===== config.mk =====
export PLATFORM = sky130hd
export DESIGN_NAME = limited_unicycle_odometry_integrator
export DESIGN_NICKNAME = d
export VERILOG_FILES = /design/src/sv/luoi_pkg.sv /design/src/sv/luoi_mul.sv /design/src/sv/luoi_div.sv /design/src/sv/limited_unicycle_odometry_integrator.sv
export SDC_FILE = /design/constraint.sdc
export NUM_CORES = 2
export LEC_CHECK = 0
export BUFFER_PORTS_ARGS = -buffer_cell sky130_fd_sc_hd__buf_2
export CORE_MARGIN = 5
export CORE_UTILIZATION = 50
export CTS_BUF_LIST = sky130_fd_sc_hd__clkbuf_4
export DETAILED_ROUTE_END_ITERATION = 10
export GPL_ROUTABILITY_DRIVEN = 0
export PLACE_DENSITY_LB_ADDON = 0.15
export SETUP_SLACK_MARGIN = 0.3
export SLEW_MARGIN = 20
export SYNTH_ARGS = -nofsm -noshare
export SYNTH_HDL_FRONTEND = slang
export SYNTH_SLANG_ARGS = --single-unit

===== constraint.sdc =====
create_clock -name clk_i -period 28.5 [get_ports clk_i]
set_clock_uncertainty 0.1 [all_clocks]
set_input_delay 1.425 -clock clk_i [delete_from_list [all_inputs] [get_ports clk_i]]
set_output_delay 1.425 -clock clk_i [all_outputs]
set_load 0.01 [all_outputs]

===== src/sv/luoi_pkg.sv =====
`default_nettype none
package luoi_pkg;

  typedef enum logic [4:0] {
    ST_IDLE,
    ST_DV_GO,
    ST_DV_WT,
    ST_SPD,
    ST_CAP,
    ST_DIV_GO,
    ST_DIV_WT,
    ST_YAW,
    ST_COR_INIT,
    ST_COR_RUN,
    ST_D_GO,
    ST_D_WT,
    ST_DX_GO,
    ST_DX_WT,
    ST_DY_GO,
    ST_DY_WT,
    ST_H_GO,
    ST_H_WT,
    ST_WRAP,
    ST_OUT
  } state_e;

  typedef enum logic [2:0] {
    CFG_SPEED_LIMIT     = 3'd0,
    CFG_ACCEL_LIMIT     = 3'd1,
    CFG_YAW_RATE_LIMIT  = 3'd2,
    CFG_MIN_TURN_RADIUS = 3'd3,
    CFG_ALLOW_REVERSE   = 3'd4,
    CFG_MAX_STEP_TIME   = 3'd5,
    CFG_INITIAL_HEADING = 3'd6
  } cfg_idx_e;

  typedef struct packed {
    logic busy;
    logic done;
  } unit_sts_t;

  localparam logic [19:0] MinStepTime  = 20'd1049;
  localparam logic [23:0] StopSpeed    = 24'd65;
  localparam logic signed [24:0] PiQ16    = 25'sd205887;
  localparam logic signed [24:0] TwoPiQ16 = 25'sd411775;
  localparam logic signed [27:0] PiQ24     = 28'sd52707179;
  localparam logic signed [27:0] HalfPiQ24 = 28'sd26353589;
  localparam logic signed [32:0] CordicGain = 33'sd652032874;
  localparam logic [4:0] CordicLast = 5'd19;

  function automatic logic signed [27:0] atan_q24(input logic [4:0] i);
    logic signed [27:0] r;
    case (i)
      5'd0: r = 28'sd13176795;
      5'd1: r = 28'sd7778716;
      5'd2: r = 28'sd4110060;
      5'd3: r = 28'sd2086331;
      5'd4: r = 28'sd1047214;
      5'd5: r = 28'sd524117;
      5'd6: r = 28'sd262123;
      5'd7: r = 28'sd131069;
      default: r = 28'sd1 <<< (5'd24 - i);
    endcase
    return r;
  endfunction

endpackage
`default_nettype wire


===== src/sv/luoi_mul.sv =====
`default_nettype none
module luoi_mul
  import luoi_pkg::*;
#(
  parameter int WA = 32,
  parameter int WB = 24
) (
  input  wire logic               clk_i,
  input  wire logic               rst_ni,
  input  wire logic               start_i,
  input  wire logic [WA-1:0]      a_i,
  input  wire logic [WB-1:0]      b_i,
  output unit_sts_t               sts_o,
  output logic      [WA+WB-1:0]   p_o
);
  localparam int CW = $clog2(WB + 1);

  logic [WA+WB-1:0] prod_q;
  logic [WA-1:0]    a_q;
  logic [CW-1:0]    cnt_q;
  logic             busy_q, done_q;
  logic [WA:0]      add;

  // One multiplier bit per cycle: add the multiplicand when the low bit is set, then shift.
  assign add = {1'b0, prod_q[WA+WB-1:WB]} + (prod_q[0] ? {1'b0, a_q} : '0);

  always_ff @(posedge clk_i or negedge rst_ni) begin
    if (!rst_ni) begin
      busy_q <= 1'b0;
      done_q <= 1'b0;
      cnt_q  <= '0;
    end else begin
      done_q <= 1'b0;
      if (start_i) begin
        busy_q <= 1'b1;
        cnt_q  <= '0;
      end else if (busy_q) begin
        cnt_q <= cnt_q + 1'b1;
        if (cnt_q == CW'(WB - 1)) begin
          busy_q <= 1'b0;
          done_q <= 1'b1;
        end
      end
    end
  end

  always_ff @(posedge clk_i) begin
    if (start_i) begin
      a_q    <= a_i;
      prod_q <= {{WA{1'b0}}, b_i};
    end else if (busy_q) begin
      prod_q <= {add, prod_q[WB-1:1]};
    end
  end

  assign sts_o.busy = busy_q;
  assign sts_o.done = done_q;
  assign p_o = prod_q;
endmodule
`default_nettype wire


===== src/sv/luoi_div.sv =====
`default_nettype none
module luoi_div
  import luoi_pkg::*;
#(
  parameter int WN = 40,
  parameter int WD = 24
) (
  input  wire logic          clk_i,
  input  wire logic          rst_ni,
  input  wire logic          start_i,
  input  wire logic [WN-1:0] n_i,
  input  wire logic [WD-1:0] d_i,
  output unit_sts_t          sts_o,
  output logic      [WN-1:0] q_o
);
  localparam int CW = $clog2(WN + 1);

  logic [WN-1:0] n_q;
  logic [WD-1:0] d_q, rem_q;
  logic [CW-1:0] cnt_q;
  logic          busy_q, done_q;
  logic [WD:0]   trial, diff;
  logic          qbit;

  // Restoring division, one quotient bit per cycle; quotient bits shift into the dividend.
  assign trial = {rem_q, n_q[WN-1]};
  assign diff  = trial - {1'b0, d_q};
  assign qbit  = (trial >= {1'b0, d_q});

  always_ff @(posedge clk_i or negedge rst_ni) begin
    if (!rst_ni) begin
      busy_q <= 1'b0;
      done_q <= 1'b0;
      cnt_q  <= '0;
    end else begin
      done_q <= 1'b0;
      if (start_i) begin
        busy_q <= 1'b1;
        cnt_q  <= '0;
      end else if (busy_q) begin
        cnt_q <= cnt_q + 1'b1;
        if (cnt_q == CW'(WN - 1)) begin
          busy_q <= 1'b0;
          done_q <= 1'b1;
        end
      end
    end
  end

  always_ff @(posedge clk_i) begin
    if (start_i) begin
      n_q   <= n_i;
      d_q   <= d_i;
      rem_q <= '0;
    end else if (busy_q) begin
      rem_q <= qbit ? diff[WD-1:0] : trial[WD-1:0];
      n_q   <= {n_q[WN-2:0], qbit};
    end
  end

  assign sts_o.busy = busy_q;
  assign sts_o.done = done_q;
  assign q_o = n_q;
endmodule
`default_nettype wire


===== src/sv/limited_unicycle_odometry_integrator.sv =====
`default_nettype none
// Dead-reckoning integrator for a unicycle model with speed, slew and turn-rate limits. Each
// input beat carries speed and yaw-rate commands and the elapsed time; a beat with zero elapsed
// time is absorbed without a result, any other beat yields one result beat with the new pose
// and the applied speed and yaw rate. Items are processed one at a time: a new beat is accepted
// only when idle, and a result is held until the previous result has been taken. The time is
// set mostly by the shared bit-serial multiplier (five products), the radius divider pass
// (skipped when the speed counts as stopped or the radius cap is off), the 20-iteration CORDIC
// and up to about 21 heading wrap steps. Writing the initial heading register also loads the
// current heading.
module limited_unicycle_odometry_integrator
  import luoi_pkg::*;
(
  input  wire logic         clk_i,
  input  wire logic         rst_ni,
  input  wire logic         s_axis_tvalid,
  output logic              s_axis_tready,
  // speed_command[23:0], yaw_rate_command[47:24], elapsed_time[67:48], zero pad
  input  wire logic [71:0]  s_axis_tdata,
  output logic              m_axis_tvalid,
  input  wire logic         m_axis_tready,
  // position_x[47:0], position_y[95:48], heading[114:96], applied_speed[138:115],
  // applied_yaw_rate[162:139], zero pad
  output logic [167:0]      m_axis_tdata,
  input  wire logic         cfg_we_i,
  input  wire logic [2:0]   cfg_idx_i,
  input  wire logic [23:0]  cfg_wdata_i
);
  state_e state_q, state_d;

  logic [22:0] speed_limit_q, yaw_rate_limit_q;
  logic [23:0] accel_limit_q, min_turn_radius_q;
  logic        allow_reverse_q;
  logic [20:0] max_step_time_q;
  logic signed [18:0] yaw_q;
  logic signed [47:0] pos_x_q, pos_y_q;
  logic signed [23:0] cs_q;
  logic               m_valid_q;

  logic signed [23:0] wcmd_q, vc_q, w_q;
  logic [19:0]        dt_q;
  logic [22:0]        lim_q;
  logic signed [32:0] x_q, y_q;
  logic signed [27:0] z_q;
  logic               neg_q;
  logic [4:0]         i_q;
  logic [23:0]        dmag_q;
  logic signed [24:0] ang_q;
  logic [167:0]       out_q;

  logic accept;
  assign s_axis_tready = (state_q == ST_IDLE);
  assign accept = s_axis_tvalid && s_axis_tready;

  // Input decode: step time and the limited speed command.
  logic signed [23:0] vcmd_in, wcmd_in;
  logic [19:0]        e_in, dt_in;
  logic [20:0]        cap;
  logic signed [24:0] vcr, vlim_s, vc_in;
  assign vcmd_in = s_axis_tdata[23:0];
  assign wcmd_in = s_axis_tdata[47:24];
  assign e_in    = s_axis_tdata[67:48];
  assign cap     = (max_step_time_q < {1'b0, MinStepTime}) ? {1'b0, MinStepTime}
                                                           : max_step_time_q;
  assign dt_in   = ({1'b0, e_in} < cap) ? e_in : cap[19:0];
  assign vcr     = (!allow_reverse_q && vcmd_in < 0) ? '0 : 25'(vcmd_in);
  assign vlim_s  = $signed({2'b0, speed_limit_q});
  always_comb begin
    vc_in = vcr;
    if (vc_in > vlim_s) vc_in = vlim_s;
    if (vc_in < -vlim_s) vc_in = -vlim_s;
  end

  // Shared serial multiplier and the serial divider.
  unit_sts_t   mul_sts, div_sts;
  logic        mul_start, div_start;
  logic [31:0] mul_a;
  logic [23:0] mul_b;
  logic [55:0] mul_p;
  logic [39:0] div_q;
  logic [23:0] vabs;
  logic [32:0] cabs, sabs;
  logic        cneg, sneg;

  assign vabs = cs_q[23] ? 24'(-cs_q) : 24'(cs_q);
  assign cabs = x_q[32] ? 33'(-x_q) : 33'(x_q);
  assign sabs = y_q[32] ? 33'(-y_q) : 33'(y_q);
  assign cneg = neg_q ^ x_q[32];
  assign sneg = neg_q ^ y_q[32];

  always_comb begin
    mul_start = 1'b0;
    mul_a = '0;
    mul_b = '0;
    case (state_q)
      ST_DV_GO: begin
        mul_start = 1'b1;
        mul_a = {8'b0, accel_limit_q};
        mul_b = {4'b0, dt_q};
      end
      ST_D_GO: begin
        mul_start = 1'b1;
        mul_a = {8'b0, vabs};
        mul_b = {4'b0, dt_q};
      end
      ST_DX_GO: begin
        mul_start = 1'b1;
        mul_a = cabs[31:0];
        mul_b = dmag_q;
      end
      ST_DY_GO: begin
        mul_start = 1'b1;
        mul_a = sabs[31:0];
        mul_b = dmag_q;
      end
      ST_H_GO: begin
        mul_start = 1'b1;
        mul_a = {8'b0, (w_q[23] ? 24'(-w_q) : 24'(w_q))};
        mul_b = {4'b0, dt_q};
      end
      default: ;
    endcase
  end
  assign div_start = (state_q == ST_DIV_GO);

  luoi_mul #(.WA(32), .WB(24)) u_mul (
    .clk_i, .rst_ni, .start_i(mul_start), .a_i(mul_a), .b_i(mul_b),
    .sts_o(mul_sts), .p_o(mul_p)
  );

  luoi_div #(.WN(40), .WD(24)) u_div (
    .clk_i, .rst_ni, .start_i(div_start), .n_i({vabs, 16'b0}), .d_i(min_turn_radius_q),
    .sts_o(div_sts), .q_o(div_q)
  );

  // Speed slew.
  logic signed [25:0] vnew;
  logic [23:0] dv_q;
  logic signed [25:0] slo, shi;
  assign slo = 26'(cs_q) - $signed({2'b0, dv_q});
  assign shi = 26'(cs_q) + $signed({2'b0, dv_q});
  always_comb begin
    vnew = 26'(vc_q);
    if (vnew > shi) vnew = shi;
    if (vnew < slo) vnew = slo;
  end

  // Yaw-rate clamp.
  logic signed [24:0] lim_s, wcl;
  assign lim_s = $signed({2'b0, lim_q});
  always_comb begin
    wcl = 25'(wcmd_q);
    if (wcl > lim_s) wcl = lim_s;
    if (wcl < -lim_s) wcl = -lim_s;
  end

  // CORDIC step.
  logic signed [27:0] z_init, zf;
  logic               fneg;
  logic signed [32:0] xs, ys;
  logic signed [27:0] at;
  assign z_init = 28'(yaw_q) <<< 8;
  always_comb begin
    zf = z_init;
    fneg = 1'b0;
    if (z_init > HalfPiQ24) begin
      zf = z_init - PiQ24;
      fneg = 1'b1;
    end else if (z_init < -HalfPiQ24) begin
      zf = z_init + PiQ24;
      fneg = 1'b1;
    end
  end
  assign xs = x_q >>> i_q;
  assign ys = y_q >>> i_q;
  assign at = atan_q24(i_q);

  // Position update terms.
  logic [25:0]        dpmag;
  logic signed [47:0] dpos;
  logic               dneg;
  assign dneg  = cs_q[23];
  assign dpmag = mul_p[55:30];
  assign dpos  = $signed({22'b0, dpmag});

  logic signed [24:0] hstep;
  assign hstep = $signed({1'b0, mul_p[43:20]});

  always_comb begin
    state_d = state_q;
    case (state_q)
      ST_IDLE:     if (accept && e_in != '0) state_d = ST_DV_GO;
      ST_DV_GO:    state_d = ST_DV_WT;
      ST_DV_WT:    if (mul_sts.done) state_d = ST_SPD;
      ST_SPD:      state_d = ST_CAP;
      ST_CAP: begin
        if (vabs <= StopSpeed) state_d = ST_COR_INIT;
        else if (min_turn_radius_q == '0) state_d = ST_YAW;
        else state_d = ST_DIV_GO;
      end
      ST_DIV_GO:   state_d = ST_DIV_WT;
      ST_DIV_WT:   if (div_sts.done) state_d = ST_YAW;
      ST_YAW:      state_d = ST_COR_INIT;
      ST_COR_INIT: state_d = ST_COR_RUN;
      ST_COR_RUN:  if (i_q == CordicLast) state_d = ST_D_GO;
      ST_D_GO:     state_d = ST_D_WT;
      ST_D_WT:     if (mul_sts.done) state_d = ST_DX_GO;
      ST_DX_GO:    state_d = ST_DX_WT;
      ST_DX_WT:    if (mul_sts.done) state_d = ST_DY_GO;
      ST_DY_GO:    state_d = ST_DY_WT;
      ST_DY_WT:    if (mul_sts.done) state_d = ST_H_GO;
      ST_H_GO:     state_d = ST_H_WT;
      ST_H_WT:     if (mul_sts.done) state_d = ST_WRAP;
      ST_WRAP: begin
        if (!(ang_q > PiQ16) && !(ang_q < -PiQ16)) state_d = ST_OUT;
      end
      ST_OUT:      if (!m_valid_q || m_axis_tready) state_d = ST_IDLE;
      default:     state_d = ST_IDLE;
    endcase
  end

  always_ff @(posedge clk_i or negedge rst_ni) begin
    if (!rst_ni) begin
      state_q           <= ST_IDLE;
      speed_limit_q     <= 23'd234378;
      accel_limit_q     <= 24'd98304;
      yaw_rate_limit_q  <= 23'd131072;
      min_turn_radius_q <= 24'd117965;
      allow_reverse_q   <= 1'b0;
      max_step_time_q   <= 21'd52429;
      yaw_q             <= '0;
      pos_x_q           <= '0;
      pos_y_q           <= '0;
      cs_q              <= '0;
      m_valid_q         <= 1'b0;
    end else begin
      state_q <= state_d;
      if (cfg_we_i) begin
        case (cfg_idx_i)
          CFG_SPEED_LIMIT:     speed_limit_q     <= cfg_wdata_i[22:0];
          CFG_ACCEL_LIMIT:     accel_limit_q     <= cfg_wdata_i;
          CFG_YAW_RATE_LIMIT:  yaw_rate_limit_q  <= cfg_wdata_i[22:0];
          CFG_MIN_TURN_RADIUS: min_turn_radius_q <= cfg_wdata_i;
          CFG_ALLOW_REVERSE:   allow_reverse_q   <= cfg_wdata_i[0];
          CFG_MAX_STEP_TIME:   max_step_time_q   <= cfg_wdata_i[20:0];
          CFG_INITIAL_HEADING: yaw_q             <= cfg_wdata_i[18:0];
          default: ;
        endcase
      end
      if (state_q == ST_SPD) cs_q <= vnew[23:0];
      if (state_q == ST_DX_WT && mul_sts.done)
        pos_x_q <= (dneg ^ cneg) ? pos_x_q - dpos : pos_x_q + dpos;
      if (state_q == ST_DY_WT && mul_sts.done)
        pos_y_q <= (dneg ^ sneg) ? pos_y_q - dpos : pos_y_q + dpos;
      if (state_q == ST_WRAP && state_d == ST_OUT) yaw_q <= ang_q[18:0];
      if (state_q == ST_OUT && state_d == ST_IDLE) m_valid_q <= 1'b1;
      else if (m_axis_tready) m_valid_q <= 1'b0;
    end
  end

  always_ff @(posedge clk_i) begin
    if (accept) begin
      wcmd_q <= wcmd_in;
      dt_q   <= dt_in;
      vc_q   <= vc_in[23:0];
    end
    if (state_q == ST_DV_WT && mul_sts.done) dv_q <= mul_p[43:20];
    if (state_q == ST_CAP) begin
      w_q   <= '0;
      lim_q <= yaw_rate_limit_q;
    end
    if (state_q == ST_DIV_WT && div_sts.done && div_q < {17'b0, yaw_rate_limit_q})
      lim_q <= div_q[22:0];
    if (state_q == ST_YAW) w_q <= wcl[23:0];
    if (state_q == ST_COR_INIT) begin
      z_q   <= zf;
      neg_q <= fneg;
      x_q   <= CordicGain;
      y_q   <= '0;
      i_q   <= '0;
    end
    if (state_q == ST_COR_RUN) begin
      i_q <= i_q + 1'b1;
      if (!z_q[27]) begin
        x_q <= x_q - ys;
        y_q <= y_q + xs;
        z_q <= z_q - at;
      end else begin
        x_q <= x_q + ys;
        y_q <= y_q - xs;
        z_q <= z_q + at;
      end
    end
    if (state_q == ST_D_WT && mul_sts.done) dmag_q <= mul_p[43:20];
    if (state_q == ST_H_WT && mul_sts.done)
      ang_q <= w_q[23] ? 25'(yaw_q) - hstep : 25'(yaw_q) + hstep;
    if (state_q == ST_WRAP) begin
      if (ang_q > PiQ16) ang_q <= ang_q - TwoPiQ16;
      else if (ang_q < -PiQ16) ang_q <= ang_q + TwoPiQ16;
    end
    if (state_q == ST_OUT && state_d == ST_IDLE)
      out_q <= {5'b0, w_q, cs_q, yaw_q, pos_y_q, pos_x_q};
  end

  assign m_axis_tvalid = m_valid_q;
  assign m_axis_tdata  = out_q;
endmodule
`default_nettype wire


* Word level (Yosys, flattened, before mapping)
Cells that the tools add are included.
** Cells by class
- Order comparisons :: 16
- Bitwise logic cells :: 4
- Add/sub/neg operators :: 30
- Equal/unequal tests :: 36
- Multiplexer cells :: 82
- Shift operators :: 3
- Reduce and logical (&&, ||, !) cells :: 42
** Operators with widths (count)
- 24-bit two-way mux :: 10
- 28-bit case mux with 8 select lines :: 1
- 25-bit two-way mux :: 8
- 33-bit two-way mux :: 6
- 32-bit case mux with 5 select lines :: 1
- 28-bit two-way mux :: 5
- 5-bit case mux with 20 select lines :: 1
- 48-bit by 27-bit adder with 48-bit output :: 2
- 32-bit two-way mux :: 3
- 48-bit two-way mux :: 2
- 48-bit by 27-bit subtractor with 48-bit output :: 2
- 40-bit two-way mux :: 2
- 5-bit two-way mux :: 14
- 33-bit adder :: 2
- 33-bit by 5-bit >>> shifter with 33-bit output :: 2
- 33-bit subtractor :: 2
- 32-bit negation :: 2
- 19-bit two-way mux :: 3
- 25-bit < comparator :: 2
- 23-bit negation with 25-bit output :: 2
- 24-bit negation :: 2
- 24-bit case mux with 2 select lines :: 1
- 23-bit two-way mux :: 2
- 5-bit by 3-bit == test with 1-bit output, second input constant :: 8
- 58 further kinds :: 128
** Storage, ports and cells
- Register bits after elaboration :: 903
- Output and inout port bits :: 170
- Input bits :: 104
- Word-level logic and storage cells :: 252

* Logic depth before layout (Yosys ltp)
- Depth in word-level cells :: 9
- Mapped depth :: 40

* Cells and area by module
Synthesis repeated with hierarchy kept, for this count alone.
** Unflattened totals
- Cell total of the unflattened synthesis :: 7168
- Area, all modules :: 67827.6 µm²
** Modules (own cells, without submodules)
- limited_unicycle_odometry_integrator :: times used 1, sequential area each 19862.8 µm², area each 57342.5 µm², cells an instance 6225
- luoi_mul :: times used 1, sequential area each 2497.4 µm², area each 5251.3 µm², cells an instance 482
- luoi_div :: times used 1, sequential area each 2602.5 µm², area each 5233.8 µm², cells an instance 461

* Worst setup path after synthesis
OpenSTA, ideal clock, no wires.
- Kind :: input to register
- Start :: in m_axis_tready
- End :: reg m_valid_q (netlist: m_axis_tvalid)
- Stages :: 5
- Setup slack :: 14.549 ns
- Path buffers :: 0
- Arrival time :: 13.715 ns
- Required time :: 28.264 ns
- Library setup time :: 0.136 ns
- Cells stage by stage :: nor2b_1 -> o21ai_0 -> nand2_1 -> nor3_1 -> or2_2
** Between the ends
- Longest elaborated chain between the ends :: 6
** RTL lines
- start, declared :: RTL line limited_unicycle_odometry_integrator.sv:21 : input wire logic m_axis_tready,
- 1-bit logical OR (*) :: RTL line limited_unicycle_odometry_integrator.sv:217 : ST_OUT: if (!m_valid_q || m_axis_tready) state_d = ST_IDLE;
- 5-bit two-way mux (*) :: RTL line limited_unicycle_odometry_integrator.sv:217
- 5-bit case mux with 20 select lines (*) :: RTL line limited_unicycle_odometry_integrator.sv:191 : case (state_q)
- via state_d[4] :: RTL line limited_unicycle_odometry_integrator.sv:29 : state_e state_q, state_d;
- 5-bit zero test (*) :: RTL line limited_unicycle_odometry_integrator.sv:256 : if (state_q == ST_OUT && state_d == ST_IDLE) m_valid_q <= 1'b1;
- 1-bit logical AND (*) :: RTL line limited_unicycle_odometry_integrator.sv:256
- 1-bit two-way mux / 2-bit nonzero test (equally long branches)
- end signal, assigned :: RTL line limited_unicycle_odometry_integrator.sv:235 : m_valid_q <= 1'b0;
- end signal, assigned :: RTL line limited_unicycle_odometry_integrator.sv:256
- end signal, assigned :: RTL line limited_unicycle_odometry_integrator.sv:257 : else if (m_axis_tready) m_valid_q <= 1'b0;
- end, declared :: RTL line limited_unicycle_odometry_integrator.sv:38 : logic m_valid_q;
Mark *: on every way through the listed nets, which the timed path passes. The rest lies on a longest branch.
A chain may end at the register's enable or synchronous reset.

* Worst setup path after layout
- Start :: reg cs_q[0]
- End :: reg cs_q[11]
** Between the ends
- Longest elaborated chain between the ends :: 5
** RTL lines
- start, declared :: RTL line limited_unicycle_odometry_integrator.sv:37 : logic signed [23:0] cs_q;
- start signal, assigned :: RTL line limited_unicycle_odometry_integrator.sv:250 : if (state_q == ST_SPD) cs_q <= vnew[23:0];
- 24-bit by 25-bit adder with 26-bit output :: RTL line limited_unicycle_odometry_integrator.sv:141 : assign shi = 26'(cs_q) + $signed({2'b0, dv_q});
- 24-bit by 26-bit > comparator with 1-bit output :: RTL line limited_unicycle_odometry_integrator.sv:144 : if (vnew > shi) vnew = shi;
- 26-bit two-way mux :: RTL line limited_unicycle_odometry_integrator.sv:144
- 26-bit < comparator :: RTL line limited_unicycle_odometry_integrator.sv:145 : if (vnew < slo) vnew = slo;
- 24-bit two-way mux (*) :: RTL line limited_unicycle_odometry_integrator.sv:145
Mark *: on every way between the ends. The rest lies on a longest branch, timed or not.

==> impl_metrics.csv <==
group,metric,value,unit
synthesis,synth_async_sr_flop_share,0.3056,
grt,grt.total_usage,0.2809,
grt,grt_pass1_wl,314400,um
power,total_power,10.25,mW
sta,whs,0.2645,ns
synthesis,synthTopCellsByArea,"edfxtp_1, ha_1, dfrtp_1",
setup_path,setup.worst_path.start_class,"flop",
setup_path,endpoint,"cs_q[11]",
sta,period_minus_slack,9.460,ns
clock_tree,tritoncts,"built",
synthesis,synth_top_area_share,0.2356,
synthesis,ys_ff_latch,903,
clock_tree,h-tree-depth,5,
status,status,"finished clean",
setup_path,critical_path_class,"reg -> reg",
synthesis,synth_compound_area_frac,0.1805,
setup_path,crit_path_end_kind,"flop",
synthesis,yosys.area_share.xor_xnor,0.07648,
grt,grt_max_degree,148,
cells_and_area,syn_to_final_growth,9.339,%
synthesis,synth_top_family_by_area,"compound AO/OA/AOI/OAI gates",
sta,slew_headroom,0.2478,
die,fp.dieW,377.6,um
hold_path,min_path_type,"in -> reg",
clock_tree,clockRootBuffer,"clkbuf_4",
die,start_util,0.5049,
synthesis,synth-edff-count,530,
placement,dp_hpwl,150200,um
route,ant_nets,0,
setup_path,path_buf_inv,2,
setup_path,arrival,10.41,ns
clock_tree,cts_buffer_depth,4,
route,drc_errors,0,
setup_path,reg2reg_depth,35,
setup_path,crit_top_cell,"a21o_1",
power,cellLeakagePower,32.44,nW
cells_and_area,final_cell_mix,"nand2_1, nor2_1, edfxtp_1, o21ai_0, ha_1",
route,routed_via_density,6.031,
synthesis,synthMuxAreaShare,0.07713,
placement,io_buffer_count,264,
setup_path,critical-path-slowest-cell,"nor4_2",
synthesis,synth_top_cell_by_area,"edfxtp_1",
clock_tree,numCtsBuffers,277,
cells_and_area,final_common_cell,"nand2_1",
clock_tree,ctsHoldBuffers,1,
grt,antenna_found_initial,16,
route,vias,57401,
setup_path,crit_required,29.45,ns
sta,fin_crit_sh,0.3319,
synthesis,synthFlopType,"edfxtp_1",
synthesis,syn_area_per_cell,9.293,um2
setup_path,slowest_delay,0.93,ns
synthesis,yosysWarnings,0,
setup_path,path_depth,35,
synthesis,synth_cell_types,111,
clock_tree,cts.clk_slew.worst_paths,0.07,ns
setup_path,reg2reg_from,"cs_q[0]",
power,p_per_area,138.8,nW/um2
clock_tree,cts_setup_buffers,0,
setup_path,crit_start,"cs_q[0]",
synthesis,synth_fa_ha_area_frac,0.1000,
synthesis,seq_area_frac_synth,0.3672,
die,rows,134,
cells_and_area,drive_above_1_share,0.1463,
sta,hold_viol_final,0,
die,ios,274,
setup_path,critPathMaxFanout,41,
route,routed_wl,205100,um
die,core,133800,um2
clock_tree,clock_sinks,903,
clock_tree,cts_resized,0,
die,die_area,142500,um2
synthesis,yosys.area_share.simple,0.1559,
synthesis,synthCells,7269,
grt,grt.overflow.total,0,
sta,slew_viol_final,0,
route,detail_route.iter0.violations,6011,
grt,grt_pass1_vias,54818,
sta,final-setup-viol-count,0,
sta,setup_tns,0,ns
setup_path,rrSetupSlack,19.04,ns
sta,worst_slew_pin_slew,1.128,ns
die,die_h,377.6,um
cells_and_area,nets,8174,
clock_tree,clk_latency,1.24,ns
sta,rsz0062_at_grt,"false",
sta,max_freq,0.1057,GHz
job,cap_violations,0,
route,dr.pass1.iters,8,
synthesis,synthesis.area,67550,um2
power,ir_worst_vdd,152.2,uV
route,wl_per_cell,21.55,um
setup_path,r2r-end,"cs_q[11]",
setup_path,cp_top_family,"compound AO/OA/AOI/OAI gates",
[layer usage]
| layer | wire (um) | share of wire | global-route usage |
|---|---|---|---|
| met1 | 87790 | 0.43 | 0.3831 |
| met4 | 7679 | 0.037 | 0.1128 |
| met5 | 23 | 0.00011 | 0 |
| met3 | 18100 | 0.088 | 0.05660 |
| met2 | 91480 | 0.45 | 0.4403 |
[layout make-up]
type	instances	area, um2
Clock inverter	74	321.6
Clock buffer	404	3033
Antenna cell	14	35.03
Fill cell	12257	59940
Sequential cell	903	24800
Inverter	364	1366
Tap cell	1768	2212
Timing Repair Buffer	348	2037
Multi-Input combinational cell	5642	40050
[cell usage after synthesis (61+ instances only)]
cell type	count
mux2_2	134
a21oi_1	427
xnor2_1	350
nand4_1	79
o21ai_0	526
nor3_1	135
o21a_1	84
inv_1	353
mux4_2	79
dfrtp_1	245
o31ai_1	77
ha_1	524
a31oi_1	69
nor4_1	61
xor2_1	238
nor2_1	552
nand2b_1	124
mux2i_1	183
nor2b_1	68
edfxtp_1	530
nand3_1	135
nand2_1	701
a21o_1	197
dfxtp_1	97
and2_1	95
clkbuf_1	275
[cell families after synthesis]
group,count (synthesis)
other cells,1
mux,404
simple gates,2198
flops,903
xor+xnor,589
compound gates,1912
fa+ha+maj,534
buf+inv,728
[per-stage QoR]
| stage | cell area [um2] | worst slack [ns] | instances | util |
|---|---|---|---|---|
| after CTS | 73740 | 19.19 | 9500 | 0.5511 |
| after global placement | 70380 | 19.33 | 9021 | 0.5260 |
| final | 73860 | 19.04 | 9517 | 0.5520 |
| after global routing | 73830 | 18.44 | 9508 | 0.5519 |
| after detailed placement | 70380 | 19.22 | 9021 | 0.5260 |
| after floorplan | 67560 | 14.55 | 7273 | - |
[how the worst min path moves through the flow]
stage | startpoint | to | slack (ns) | cells past startpoint
floorplan | u_div.rem_q[23] | u_div.rem_q[23] | 0.33 | 2
global placement | u_div.rem_q[23] | u_div.rem_q[23] | 0.34 | 2
detailed placement | u_div.rem_q[23] | u_div.rem_q[23] | 0.35 | 2
CTS | s_axis_tdata[45] | wcmd_q[21] | 0.11 | 1
global route | s_axis_tdata[27] | wcmd_q[3] | 0.14 | 1
finish | s_axis_tdata[43] | wcmd_q[19] | 0.26 | 1
[power by group]
part | total (mW) | switching [mW] | leakage (nW) | internal (mW)
clock network | 1.25 | 0.590 | 2.04 | 0.658
registers | 2.22 | 0.428 | 9.47 | 1.79
logic | 6.78 | 3.97 | 20.9 | 2.81
[worst register-to-register path: cells and delay by family, from the launching register on]
family                   cells  cell delay (ns)
AO/OA/AOI/OAI               20             3.95
XOR/XNOR                     1             0.19
adder cells (fa/ha/maj)      4             1.35
buffers and inverters        2             0.96
flip-flops                   1             0.52
multiplexers                 3             0.71
AND/OR/NAND/NOR              5             1.56
[state kept, by name, indices dropped and copies added, names as in the netlist, 25 cells and up]
signal,cells
ang_q,25
m_axis_tdata,163
pos_x_q,48
pos_y_q,48
u_div.q_o,40
u_mul.a_q,32
u_mul.p_o,56
x_q,33
y_q,33
z_q,28
(Power assumes the default switching activity.)
